File: src/swsr_pkg.sv
// Package with shared constants and controller/datapath types for the sliding window block.
package swsr_pkg;

    localparam int SAMPLE_BITS = 16;
    localparam int IDX_BITS    = 10;
    localparam int MAX_SERIES  = 1024;
    localparam int SUM_BITS    = 29;
    localparam int SQ_BITS     = 44;
    localparam int WIN_BITS    = 13;
    localparam int NS_BITS     = 11;
    localparam int MAX_WINDOW  = 4096;
    localparam int MANT_BITS   = 16;
    localparam int EXP_BITS    = 5;
    localparam int EXP_MAX     = 27;
    localparam int D_BITS      = 58;
    localparam int ROOT_BITS   = 92;
    localparam int ADDR_BITS   = 3;
    localparam int DATA_BITS   = 32;

    localparam logic [0:0] REG_WINDOW = 1'b0;
    localparam logic [0:0] REG_SERIES = 1'b1;

    typedef struct packed {
        logic load_in;
        logic rd;
        logic upd;
        logic mul_lo;
        logic mul_hi;
        logic mul_ss;
        logic diff;
        logic exp_step;
        logic root_init;
        logic root_step;
        logic out_load;
    } swsr_cmd_t;

    typedef struct packed {
        logic range_err;
        logic zero_d;
        logic exp_done;
        logic out_free;
    } swsr_sts_t;

endpackage

File: src/swsr_ctrl.sv
// Controller state machine that sequences one sample through the datapath.
module swsr_ctrl (
    input  logic                clk,
    input  logic                rst_n,
    input  logic                in_valid,
    output logic                in_ready,
    input  swsr_pkg::swsr_sts_t sts,
    output swsr_pkg::swsr_cmd_t cmd
);
    localparam logic [3:0] S_IDLE = 4'd0;
    localparam logic [3:0] S_READ = 4'd1;
    localparam logic [3:0] S_UPD  = 4'd2;
    localparam logic [3:0] S_MUL0 = 4'd3;
    localparam logic [3:0] S_MUL1 = 4'd4;
    localparam logic [3:0] S_MUL2 = 4'd5;
    localparam logic [3:0] S_DIFF = 4'd6;
    localparam logic [3:0] S_EXP  = 4'd7;
    localparam logic [3:0] S_ROOT = 4'd8;
    localparam logic [3:0] S_DONE = 4'd9;

    logic [3:0] state_reg, state_next;
    logic [3:0] cnt_reg, cnt_next;

    always_ff @(posedge clk or negedge rst_n)
    begin
        if (!rst_n)
        begin
            state_reg <= S_IDLE;
            cnt_reg   <= '0;
        end
        else
        begin
            state_reg <= state_next;
            cnt_reg   <= cnt_next;
        end
    end

    assign in_ready = (state_reg == S_IDLE);

    always_comb
    begin
        state_next = state_reg;
        cnt_next   = cnt_reg;
        cmd        = '0;
        unique case (state_reg)
            S_IDLE:
            begin
                if (in_valid)
                begin
                    cmd.load_in = 1'b1;
                    state_next  = S_READ;
                end
            end
            S_READ:
            begin
                cmd.rd     = 1'b1;
                state_next = sts.range_err ? S_DONE : S_UPD;
            end
            S_UPD:
            begin
                cmd.upd    = 1'b1;
                state_next = S_MUL0;
            end
            S_MUL0:
            begin
                cmd.mul_lo = 1'b1;
                state_next = S_MUL1;
            end
            S_MUL1:
            begin
                cmd.mul_hi = 1'b1;
                state_next = S_MUL2;
            end
            S_MUL2:
            begin
                cmd.mul_ss = 1'b1;
                state_next = S_DIFF;
            end
            S_DIFF:
            begin
                cmd.diff   = 1'b1;
                state_next = S_EXP;
            end
            S_EXP:
            begin
                if (sts.zero_d)
                begin
                    state_next = S_DONE;
                end
                else if (sts.exp_done)
                begin
                    cmd.root_init = 1'b1;
                    cnt_next      = 4'd15;
                    state_next    = S_ROOT;
                end
                else
                begin
                    cmd.exp_step = 1'b1;
                end
            end
            S_ROOT:
            begin
                cmd.root_step = 1'b1;
                if (cnt_reg == 4'd0)
                begin
                    state_next = S_DONE;
                end
                else
                begin
                    cnt_next = cnt_reg - 4'd1;
                end
            end
            S_DONE:
            begin
                if (sts.out_free)
                begin
                    cmd.out_load = 1'b1;
                    state_next   = S_IDLE;
                end
            end
            default:
            begin
                state_next = S_IDLE;
            end
        endcase
    end

    a_load_only_idle: assert property (@(posedge clk) disable iff (!rst_n)
        cmd.load_in |-> (state_reg == S_IDLE))
        else $error("input taken outside idle");
    a_out_free: assert property (@(posedge clk) disable iff (!rst_n)
        cmd.out_load |-> sts.out_free)
        else $error("result loaded over a pending transaction");
    a_root_end: assert property (@(posedge clk) disable iff (!rst_n)
        (state_reg == S_ROOT && cnt_reg == 4'd0) |=> (state_reg == S_DONE))
        else $error("root iteration did not finish");
endmodule

File: config.mk
export PLATFORM = sky130hd
export DESIGN_NAME = swsr_ctrl
export DESIGN_NICKNAME = d
export VERILOG_FILES = /design/src/swsr_pkg.sv /design/src/swsr_ctrl.sv
export SDC_FILE = /design/constraint.sdc
export NUM_CORES = 1
export LEC_CHECK = 0
export BUFFER_PORTS_ARGS = -buffer_cell sky130_fd_sc_hd__buf_2
export CORE_MARGIN = 4
export CORE_UTILIZATION = 32
export DETAILED_ROUTE_END_ITERATION = 16
export HOLD_SLACK_MARGIN = 0.05
export SLEW_MARGIN = 20
export SYNTH_ARGS = -nofsm -noshare
export SYNTH_HDL_FRONTEND = slang
export SYNTH_SLANG_ARGS = --single-unit
File: constraint.sdc
create_clock -name clk -period 1.9 [get_ports clk]
set_input_delay 0.285 -clock clk [delete_from_list [all_inputs] [get_ports clk]]
set_output_delay 0.285 -clock clk [all_outputs]
set_load 0.03 [all_outputs]
==> flow_metrics.env <==
export IMPL_h_tree_depth=1
export IMPL_crit_arrival_ns=1.54
export IMPL_max_cap_viol_count=0
export IMPL_crit_fanout=4
export IMPL_path_cells="or4_4 > inv_2 > and2_1 > buf_6"
export IMPL_crit_slowest_cell="or4_4"
export IMPL_syn_num_nets=78
export IMPL_grt_usage_pct=11.2
export IMPL_final_fill_count=176
export IMPL_grt_first_pass_wirelength_um=2260
export IMPL_cts_clk_slew_worst_paths_ns=0.05
export IMPL_finalSetupViolCount=0
export IMPL_ant_nets=0
export IMPL_synth_area_um2=597
export IMPL_skew_ns=0.00377
export IMPL_crit_family="simple AND/OR/NAND/NOR gates"
export IMPL_viasPerCell=4.83
export IMPL_leakagePower_nw=0.393
export IMPL_cp_required_ns=1.62
export IMPL_fmax_mhz=548
export IMPL_place_area_um2=733
export IMPL_antenna_found_initial=0
export IMPL_die_w_um=51.2
export IMPL_drtIter0Drc=13
export IMPL_grt_max_degree=12
export IMPL_fin_area_um2=793
export IMPL_critical_path_max_stage_delay_ns=0.56
export IMPL_fin_setup_tns_ns=0
export IMPL_io_pin_count=19
export IMPL_rsz0062_at_grt="false"
export IMPL_post_route_min_period_ns=1.82
export IMPL_async_reset_ff_share_pct=100
export IMPL_place_congestion=0.781
export IMPL_drc=0
export IMPL_clock_tree_root_cell="clkbuf_4"
export IMPL_post_synth_cell_area_avg_um2=8.53
export IMPL_numCtsBuffers=3
export IMPL_dp_hpwl_um=1080
export IMPL_nets=105
export IMPL_drive_gt1_share_pct=38.9
export IMPL_ys_warn_count=0
export IMPL_max_slew_margin_pct=76.4
export IMPL_cp_end_kind="primary output"
export IMPL_ir_worst_vdd_v=0.000547
export IMPL_vias=579
export IMPL_drt_wl_total_um=1340
export IMPL_synth_edff_count=0
export IMPL_slew_violations=0
export IMPL_clk_latency_ns=0.25
export IMPL_area_growth_pct=32.9
export IMPL_dr_pass1_iters=4
export IMPL_path_buf_inv=2
export IMPL_overflow=0
export IMPL_synth_cells=70
export IMPL_hold_class="in2reg"
export IMPL_yosysSeqAreaShare_pct=33.5
export IMPL_dieHeight_um=51.2
export IMPL_period_share_pct=96.0
export IMPL_p_per_area_nw_per_um2=1530
export IMPL_worstSetupPathType="reg2out"
export IMPL_tightest_slew_ns=0.353
export IMPL_worst_hold_slack_ns=0.308
export IMPL_core_um2=1750
export IMPL_grt_pass1_vias=531
export IMPL_start_util_pct=34.2
export IMPL_die_area_um2=2620
export IMPL_ys_types=33
export IMPL_clock_sinks=8
export IMPL_outcome="finished, final reports clean"
export IMPL_placementRows=15
export IMPL_avgRoutedWirePerCell_um=11.1
export IMPL_synthFlopType="dfrtp_1"
export IMPL_portBuffers=18
export IMPL_clockBufferDepth=2
export IMPL_start_kind="flip-flop"
export IMPL_cts_tree="done"
export IMPL_hold_viol_final=0
export IMPL_antenna_cells=0
export IMPL_ys_ff_latch=8
==> what timing repair did <==
| action | CTS | global route |
|---|---|---|
| setup buffers | 0 | 2 |
| hold endpoints to repair | 8 | 0 |
| endpoints found under the setup margin | 0 | 3 |
| resized for setup | 0 | 7 |
| hold buffers | 1 | 0 |
==> synthesized netlist by cell type (all sizes together) (2+ instances only) <==
master	instances	area, µm²
nor4b	2	38.8
dfrtp	8	200
nor3	7	35.0
nor2	5	18.8
inv	7	26.3
nand2b	3	18.8
nand2	5	18.8
a21oi	5	25.0
o21ai	5	25.0
buf	4	22.5
==> worst register-to-register path: stages, from the launching register on <==
cell and delay [ns]:
dfrtp_1 0.40, inv_1 0.07, ha_1 0.17, inv_1 0.06, o31a_2 0.41, o31ai_1 0.24
o41ai_1 0.10
==> layout by cell type (no fill, tap or decap), drive strengths merged, types with 2 or more instances in the layout <==
cell type  count
a21oi          5
nor2           5
nand2          5
clkbuf         4
buf           24
dfrtp          8
o21ai          5
nand2b         3
inv            7
nor4b          2
nor3           7
==> kinds of logic (layout without fill, tap and decap cells) <==
group / count (synthesis) / count (layout) / synth area share [%]
AOI/OAI and AO/OA: 17 / 17 / 19.7
DFF: 8 / 8 / 33.5
buffers and inverters: 11 / 36 / 8.17
muxes: 1 / 1 / 1.68
and+or+nand+nor: 30 / 30 / 31.9
adders and majority gates: 1 / 1 / 2.10
xor gates and xnor gates: 2 / 2 / 2.94
==> report_power, final <==
group | leakage [nW] | internal (mW) | switching (mW)
Combinational | 0.288 | 0.317 | 0.439
Clock | 0.0138 | 0.0722 | 0.0562
Sequential | 0.0904 | 0.250 | 0.0779
Total | 0.393 | 0.639 | 0.573
==> routing by layer <==
metal	vias up	share of wire [%]	global-route usage, %
met2	12	44	18.2
met3	2	3.4	2.62
met4	0	0.97	2.69
met5	-	0	0
li1	300	-	-
met1	265	52	14.9
==> per-stage QoR <==
stage | cells | utilization (%) | setup slack [ns] | power (mW)
after floorplan | 70 | - | 0.0928 | 0.872
after global placement | 114 | 42.0 | 0.293 | 1.04
after global routing | 120 | 45.4 | 0.00562 | 1.32
after CTS | 118 | 43.9 | 0.000351 | 1.18
final | 120 | 45.4 | 0.0765 | 1.21
after detailed placement | 114 | 42.0 | 0.282 | 1.05
==> layout make-up <==
type	count	area (µm²)	share of cell area (%)
repair buffers	26	161	20.3
clock buffers	3	22.5	2.84
flip-flops and latches	8	201	25.4
multi-input cells	51	350	44.2
well taps	25	31.3	3.94
inverters	7	26.3	3.31
==> path summary, 6_finish.rpt <==
check	from	endpoint	slack, ns	cells after the start
worst min register to register	cnt_reg[0]	cnt_reg[0]	0.50	1
min in group asynchronous	rst_n	cnt_reg[3]	0.40	2
worst max-delay path	state_reg[2]	cmd[10]	0.08	4
worst max register to register	cnt_reg[0]	state_reg[0]	0.34	6
worst min-delay path	sts[1]	cnt_reg[3]	0.31	3
max in group asynchronous	rst_n	state_reg[3]	1.32	2
No activity file was read; power rests on OpenSTA's default activity.
