File: src/swsr_pkg.sv
// Package with shared constants and controller/datapath types for the sliding window block.
package swsr_pkg;

    localparam int SAMPLE_BITS = 16;
    localparam int IDX_BITS    = 10;
    localparam int MAX_SERIES  = 1024;
    localparam int SUM_BITS    = 29;
    localparam int SQ_BITS     = 44;
    localparam int WIN_BITS    = 13;
    localparam int NS_BITS     = 11;
    localparam int MAX_WINDOW  = 4096;
    localparam int MANT_BITS   = 16;
    localparam int EXP_BITS    = 5;
    localparam int EXP_MAX     = 27;
    localparam int D_BITS      = 58;
    localparam int ROOT_BITS   = 92;
    localparam int ADDR_BITS   = 3;
    localparam int DATA_BITS   = 32;

    localparam logic [0:0] REG_WINDOW = 1'b0;
    localparam logic [0:0] REG_SERIES = 1'b1;

    typedef struct packed {
        logic load_in;
        logic rd;
        logic upd;
        logic mul_lo;
        logic mul_hi;
        logic mul_ss;
        logic diff;
        logic exp_step;
        logic root_init;
        logic root_step;
        logic out_load;
    } swsr_cmd_t;

    typedef struct packed {
        logic range_err;
        logic zero_d;
        logic exp_done;
        logic out_free;
    } swsr_sts_t;

endpackage

File: src/swsr_cfg.sv
// APB-style configuration registers for window size and series count.
module swsr_cfg (
    input  logic                              clk,
    input  logic                              rst_n,
    input  logic                              psel,
    input  logic                              penable,
    input  logic                              pwrite,
    input  logic [swsr_pkg::ADDR_BITS-1:0]    paddr,
    input  logic [swsr_pkg::DATA_BITS-1:0]    pwdata,
    output logic [swsr_pkg::DATA_BITS-1:0]    prdata,
    output logic                              pready,
    output logic [swsr_pkg::WIN_BITS-1:0]     window_size,
    output logic [swsr_pkg::NS_BITS-1:0]      num_series
);
    logic [swsr_pkg::WIN_BITS-1:0] win_reg;
    logic [swsr_pkg::NS_BITS-1:0]  ns_reg;
    logic                          wr_en;

    assign pready = 1'b1;
    assign wr_en  = psel && penable && pwrite;

    always_ff @(posedge clk or negedge rst_n)
    begin
        if (!rst_n)
        begin
            win_reg <= swsr_pkg::WIN_BITS'(2);
            ns_reg  <= swsr_pkg::NS_BITS'(1);
        end
        else if (wr_en)
        begin
            unique case (paddr[2])
                swsr_pkg::REG_WINDOW: win_reg <= pwdata[swsr_pkg::WIN_BITS-1:0];
                swsr_pkg::REG_SERIES: ns_reg  <= pwdata[swsr_pkg::NS_BITS-1:0];
                default: ;
            endcase
        end
    end

    always_comb
    begin
        unique case (paddr[2])
            swsr_pkg::REG_WINDOW: prdata = swsr_pkg::DATA_BITS'(win_reg);
            swsr_pkg::REG_SERIES: prdata = swsr_pkg::DATA_BITS'(ns_reg);
            default:              prdata = '0;
        endcase
    end

    assign window_size = win_reg;
    assign num_series  = ns_reg;
endmodule

File: config.mk
export PLATFORM = sky130hd
export DESIGN_NAME = swsr_cfg
export DESIGN_NICKNAME = d
export VERILOG_FILES = /design/src/swsr_pkg.sv /design/src/swsr_cfg.sv
export SDC_FILE = /design/constraint.sdc
export NUM_CORES = 1
export LEC_CHECK = 0
export BUFFER_PORTS_ARGS = -buffer_cell sky130_fd_sc_hd__buf_4
export CAP_MARGIN = 20
export CORE_ASPECT_RATIO = 1.5
export CORE_MARGIN = 1.5
export CORE_UTILIZATION = 32
export DETAILED_ROUTE_END_ITERATION = 12
export HOLD_SLACK_MARGIN = 0.03
export PLACE_DENSITY = 0.65
export SETUP_SLACK_MARGIN = 0.2
export SYNTH_ARGS = -nofsm -noshare
export SYNTH_HDL_FRONTEND = slang
export SYNTH_SLANG_ARGS = --single-unit
File: constraint.sdc
create_clock -name clk -period 1.3 [get_ports clk]
set_clock_uncertainty 0.1 [all_clocks]
set_input_delay 0.26 -clock clk [delete_from_list [all_inputs] [get_ports clk]]
set_output_delay 0.26 -clock clk [all_outputs]
set_load 0.01 [all_outputs]
==> results of run 1 <==
## flip-flops by register name (all words and copies together), names as in the netlist
name	cells
num_series	11
window_size	13
## metrics by stage
stage                     cells  setup slack (ns)  hold WS (ns)  total power [mW]
after global placement      188            -0.131        0.0707              2.03
after CTS                   218            -0.128         0.115              3.11
after detailed placement    188            -0.151        0.0822              2.06
after global routing        228            -0.164         0.121              3.51
final                       228            -0.129         0.128              3.32
after floorplan             106             0.177        -0.136              1.58
## what timing repair did
action / CTS / global route
endpoints found under the hold margin: 22 / 0
endpoints found under the setup margin: 59 / 45
setup buffers: 25 / 10
hold buffers: 1 / 0
gates resized for setup: 50 / 29
## routing by layer
layer  vias to the layer above  wire length, um
li1                        451                -
met4                         0               43
met2                        38             1940
met5                         -                0
met3                         4              127
met1                       505             1220
## logic make-up after synthesis
logic type | count (synthesis) | synth area share (%)
AND/OR/NAND/NOR | 4 | 3.74
buffers and inverters | 23 | 13.6
other | 2 | 0.575
flip-flops | 24 | 46.2
multiplexers | 35 | 35.9
## power breakdown
group	switching (mW)	leakage (nW)	internal, mW
Clock	0.219	0.0288	0.270
Combinational	0.560	0.931	1.22
Sequential	0.127	0.285	0.922
## critical path: stages (launching register included)
cell	delay (ns)
dfrtp_1	0.41
mux2_4	0.28
buf_6	0.12
## cells in the mapped netlist
master,n
dfstp_2,2
conb_1,2
dfrtp_1,22
buf_2,1
buf_6,2
buf_4,20
nand4_2,1
mux2_2,15
mux2_4,20
nor2b_1,2
nand4b_4,1
## layout make-up
cell class              instances  area (um^2)
clock buffers                   4         55.1
fillers                       312         1590
multi-input cells              59          654
flip-flops and latches         24          603
well taps                      45         56.3
repair buffers                 96          963
## worst max-delay path by stage
stage / startpoint / endpoint / depth (start not counted)
after CTS: window_size[1] / prdata[1] / 2
after floorplan: paddr[2] / prdata[2] / 2
after detailed placement: paddr[2] / num_series[6] / 4
after global routing: window_size[10] / prdata[10] / 2
final: window_size[10] / prdata[10] / 2
after global placement: paddr[2] / window_size[7] / 4
==> flow_summary.toml, run 1 <==
[outcome]
outcome = "finished with violations"
violations = "negative setup slack"

[global_route]
grt_remaining_overflow = 0
use_met2_pct = 28.1
grt_pass1_vias = 1030
top_usage_layer = "met2"
grt_pass1_wl_um = 4930
grt_max_degree = 25
antenna_found_initial = 0
track_usage_pct = 14.9
use_met3_pct = 2.02
use_met1_pct = 16.7

[drt]
vias = 998
wl_per_cell_um = 14.6
drt-vias-per-instance = 4.38
drc_errors = 0
drt-pass1-iter-count = 2
drtIter0Drc = 4
ant_nets = 0
routed_wl_um = 3330

[critical_path]
crit_fanout = 2
endpoint_kind = "output pin"
worstSetupPathType = "flop to output pin"
crit_required_ns = 0.94
r2r_end = "num_series[5]"
reg2regPathDepth = 4
rrSetupSlack_ns = 0.10
arrival_ns = 1.07
startpoint_type = "flop"
r2r-start = "num_series[5]"

[place]
place_congestion = 0.655
portBuffers = 55
place_area_mm2 = 0.00170
dp_hpwl_um = 2090

[floorplanning]
core-area_mm2 = 0.00392
row_count = 28
fp.dieW_um = 55.2
num_io_pins = 97
start_util_pct = 33.3
chipHeight_um = 81.3
die_area_mm2 = 0.00448

[sta]
min_period_ns = 1.43
rsz0062_at_grt = "true"
finalSetupTns_ns = -1.76
slew_violations = 0
finalSetupViolCount = 20
hold_viol_final = 0
max_freq_mhz = 700
min_period_over_period_pct = 110
setup_ws_ns = -0.129

[synth]
yosys_register_bits = 24
synth_area_mm2 = 0.00131
synth_top_cell_by_area = "dfrtp_1"
synthCells = 88
avgSynthCellArea_um2 = 14.8
yosysWarnings = 0
synthDistinctLibCells = 11
synth_area_leaders = "dfrtp_1 42%, mux2_4 23%, mux2_2 13%, buf_4 11%, dfstp_2 4.0%"
ys_seq_area_share_pct = 46.2
synth_top_area_share_pct = 42.1

[finish]
mostFrequentLayoutCell = "buf_6"
area_growth_pct = 78.5
num_antenna_cells = 0
drive_above_1_share_pct = 76.5
finish.utilization_pct = 59.4
finalInstanceArea_mm2 = 0.00233
mostFrequentLayoutCells = "62 x buf_6, 32 x buf_4, 30 x mux2_4, 22 x dfrtp_1, 20 x conb_1"
nets = 224

[worst_hold_path]
worstHoldPathCells = 2
hold_end = "window_size[11]"
hold_path_class = "input pin to flop"
hold_start = "pwdata[11]"

[clock_network]
cts_tree = "done"
path_clk_slew_ns = 0.08
ctsRootBufferMaster = "clkbuf_8"
clockBufferDepth = 2
clock_latency_ns = 0.26
cts.sinks = 24
numCtsBuffers = 3
h-tree-depth = 1

[power_and_ir_drop]
peakVddDrop_mv = 0.902
power.density_mw_per_mm2 = 1420
total_leakage_power_nw = 1.25

[job]
maxCapViolations = 0
Note: power is estimated with default switching activity, not from simulation.
==> run 2, diff against run 1 <==
Settings changed: ABC_CLOCK_PERIOD_IN_PS from default to 1300, MAX_ROUTING_LAYER from default to met4.
==> flow_summary.toml, run 2 (same netlist as run 1, synthesis figures left out) <==
[outcome]
outcome = "finished with violations"
violations = "negative setup slack"

[place]
placed_cells = 188
dp_hpwl_um = 2090
place_congestion = 0.661
place_area_mm2 = 0.00170
portBuffers = 55
post-place-ws_ns = -0.151

[finish]
num_antenna_cells = 0
drive_above_1_share_pct = 76.5
finalInstanceArea_mm2 = 0.00233
finish.utilization_pct = 59.4
fillers = 312
largest_register_ffs = 13
area_growth_pct = 78.5
mostFrequentLayoutCell = "buf_6"
nets = 224
fin_cells = 228
mostFrequentLayoutCells = "62 x buf_6, 32 x buf_4, 30 x mux2_4, 22 x dfrtp_1, 20 x conb_1"

[critical_path]
endpoint_kind = "output pin"
worstSetupPathType = "flop to output pin"
crit_family = "flip-flops"
crit_fanout = 2
startpoint_type = "flop"
reg2regPathDepth = 4
arrival_ns = 1.07
path_cells = "mux2_4 -> buf_6"
crit_required_ns = 0.94
path_buf_inv = 1
cp.depth = 2
slowest_stage = "dfrtp_1"
critical-path-max-stage-delay_ns = 0.41

[drt]
drtIter0Drc = 1
wl_per_cell_um = 14.6
drt-vias-per-instance = 4.37
drc_errors = 0
drt-pass1-iter-count = 2
vias = 997
routed_wl_um = 3340
ant_nets = 0

[global_route]
antenna_found_initial = 0
track_usage_pct = 15.4
grt_max_degree = 25
grt_remaining_overflow = 0
grt_pass1_vias = 1026
grt_pass1_wl_um = 4970

[job]
maxCapViolations = 0

[floorplanning]
chipHeight_um = 81.3
die_area_mm2 = 0.00448
fp.dieW_um = 55.2
start_util_pct = 33.3
num_io_pins = 97
row_count = 28
core-area_mm2 = 0.00392

[clock_network]
clockBufferDepth = 2
h-tree-depth = 1
ctsRootBufferMaster = "clkbuf_8"
cts.sinks = 24
clock_latency_ns = 0.26
cts_tree = "done"
path_clk_slew_ns = 0.08
numCtsBuffers = 3

[sta]
max_freq_mhz = 700
setup_ws_ns = -0.129
min_period_ns = 1.43
finalSetupViolCount = 20
min_period_over_period_pct = 110
finalSetupTns_ns = -1.76
rsz0062_at_grt = "true"
hold_viol_final = 0
slew_violations = 0

[power_and_ir_drop]
power.density_mw_per_mm2 = 1420
peakVddDrop_mv = 0.903
total_leakage_power_nw = 1.25

[worst_hold_path]
worstHoldPathCells = 2
hold_path_class = "input pin to flop"
-- run 2: cell counts in the layout (fill, tap and decap cells not counted) --
Identical to the previous run, type by type.
-- run 2: repair_timing --
action	4_1_cts	5_1_grt
cloned	0	0
resized for setup	50	29
endpoints found under the hold margin	22	0
endpoints found under the setup margin	59	45
setup buffers	25	10
hold buffers	1	0
-- run 2: final timing paths --
check	to	start	slack (ns)
max in group asynchronous	window_size[1]	rst_n	0.47
min reg2reg	window_size[2]	window_size[2]	0.51
min	window_size[11]	pwdata[11]	0.13
min in group asynchronous	num_series[1]	rst_n	0.34
max reg2reg	num_series[5]	num_series[5]	0.10
max	prdata[10]	window_size[10]	-0.13
-- run 2: cell type report --
type	instances	area (um^2)	area share, %
Multi-Input combinational cell	59	654	28.1
Sequential cell	24	603	25.9
Timing Repair Buffer	96	963	41.3
Tap cell	45	56.3	2.41
Clock buffer	4	55.1	2.36
-- run 2: per-layer routing --
metal | vias up | global-route usage, % | routed length, um
met5 | - | - | 0
met2 | 38 | 28.1 | 1950
met1 | 504 | 17.0 | 1220
met3 | 4 | 2.02 | 127
met4 | 0 | 3.90 | 39
li1 | 451 | - | -
-- run 2: where the power goes --
group | switching, mW | internal, mW
combinational | 0.560 | 1.22
clock | 0.219 | 0.270
sequential | 0.127 | 0.922
-- run 2: metrics by stage --
stage / power (mW) / hold slack (ns)
after floorplan: 1.58 / -0.136
after global placement: 2.03 / 0.0707
after detailed placement: 2.06 / 0.0822
after CTS: 3.11 / 0.115
after global routing: 3.51 / 0.121
final: 3.32 / 0.128
==> run 3, diff against run 2 <==
Settings changed: CORE_ASPECT_RATIO 1.5 to default, CORE_UTILIZATION 32 to 40, GPL_ROUTABILITY_DRIVEN from default to 1, PLACE_DENSITY 0.65 to 0.79.
==> flow_summary.toml, run 3 (same netlist as run 1, synthesis figures left out) <==
[outcome]
outcome = "finished with violations"
violations = "negative setup slack"

[drt]
routed_wl_um = 3560
ant_nets = 0
vias = 1019
wl_per_cell_um = 15.3
drtIter0Drc = 12
drc_errors = 0
drt-vias-per-instance = 4.37
drt-pass1-iter-count = 4

[sta]
finalSetupViolCount = 36
finalSetupTns_ns = -3.70
min_period_over_period_pct = 116
slew_violations = 0
setup_ws_ns = -0.202
rsz0062_at_grt = "true"
hold_viol_final = 0
max_freq_mhz = 666
min_period_ns = 1.50

[critical_path]
crit_family = "flip-flops"
critical-path-max-stage-delay_ns = 0.42
cp.depth = 2
path_cells = "mux2_4 -> buf_6"
arrival_ns = 1.14
path_buf_inv = 1
startpoint_type = "flop"
crit_fanout = 2
crit_required_ns = 0.94
worstSetupPathType = "flop to output pin"
endpoint_kind = "output pin"
reg2regPathDepth = 5
slowest_stage = "dfrtp_1"

[clock_network]
clockBufferDepth = 2
path_clk_slew_ns = 0.12
numCtsBuffers = 3
ctsRootBufferMaster = "clkbuf_4"
cts_tree = "done"
h-tree-depth = 1
cts.sinks = 24
clock_latency_ns = 0.30

[place]
placed_cells = 185
place_area_mm2 = 0.00170
place_congestion = 0.632
dp_hpwl_um = 1880
portBuffers = 55

[worst_hold_path]
worstHoldPathCells = 2
hold_path_class = "input pin to flop"

[finish]
mostFrequentLayoutCell = "buf_6"
fin_cells = 233
fillers = 207
mostFrequentLayoutCells = "70 x buf_6, 32 x mux2_4, 30 x buf_4, 22 x dfrtp_1, 20 x conb_1"
finish.utilization_pct = 77.1
area_growth_pct = 81.7
drive_above_1_share_pct = 76.2
finalInstanceArea_mm2 = 0.00237
num_antenna_cells = 0
largest_register_ffs = 13
nets = 230

[job]
maxCapViolations = 0

[floorplanning]
row_count = 20
chipHeight_um = 60.1
fp.dieW_um = 60.1
core-area_mm2 = 0.00308
start_util_pct = 42.4
die_area_mm2 = 0.00362
num_io_pins = 97

[global_route]
track_usage_pct = 18.6
grt_max_degree = 25
antenna_found_initial = 0
grt_pass1_wl_um = 4820
grt_remaining_overflow = 0
grt_pass1_vias = 1021

[power_and_ir_drop]
peakVddDrop_mv = 0.789
power.density_mw_per_mm2 = 1390
total_leakage_power_nw = 1.28
p_total_mw = 3.30
==> run 3: changes by cell type in the layout (fill, tap and decap cells not counted), sizes merged <==
cell / delta
buf: +6
==> run 3: final timing paths <==
kind	to	from	slack, ns
max in group asynchronous	window_size[1]	rst_n	0.52
min in group asynchronous	window_size[6]	rst_n	0.28
worst max register to register	num_series[3]	num_series[3]	0
worst max-delay path	prdata[2]	window_size[2]	-0.20
worst min-delay path	window_size[12]	pwdata[12]	0.08
worst min register to register	window_size[4]	window_size[4]	0.54
==> run 3: area by class of cell <==
type                    count  area, um^2  area share (%)
flip-flops and latches     24         603            25.4
multi-input cells          59         646            27.2
repair buffers            102        1040            44.0
clock buffers               4        26.3            1.11
well taps                  44        55.1            2.32
==> run 3: routing by layer <==
metal	track usage [%]	vias to the layer above	share of wire (%)
met5	-	-	0
met4	6.03	0	1.0
met3	2.60	4	4.8
met2	31.8	46	55
met1	22.4	506	39
li1	-	463	-
==> run 3: stage by stage <==
stage | worst slack, ns | hold slack [ns]
final | -0.202 | 0.0844
after CTS | -0.185 | 0.0704
after global routing | -0.237 | 0.0653
after detailed placement | -0.118 | 0.0746
after floorplan | 0.177 | -0.136
after global placement | -0.0945 | 0.0702
==> run 3: repair_timing <==
action | CTS | global route
hold buffers | 1 | 0
setup buffers | 25 | 18
pin swaps | 0 | 0
hold endpoints to repair | 24 | 0
setup endpoints to repair | 37 | 55
gates resized for setup | 53 | 31
==> run 3: worst register-to-register path, cell delays in order, from the launching register on <==
cell and delay, ns:
dfrtp_1 0.42, buf_6 0.12, buf_6 0.10, buf_6 0.10
buf_6 0.10, mux2_4 0.25
==> run 3: power breakdown <==
group / switching [mW] / leakage [nW] / internal [mW]
clock: 0.210 / 0.0150 / 0.120
sequential: 0.132 / 0.285 / 0.921
combinational: 0.599 / 0.980 / 1.32
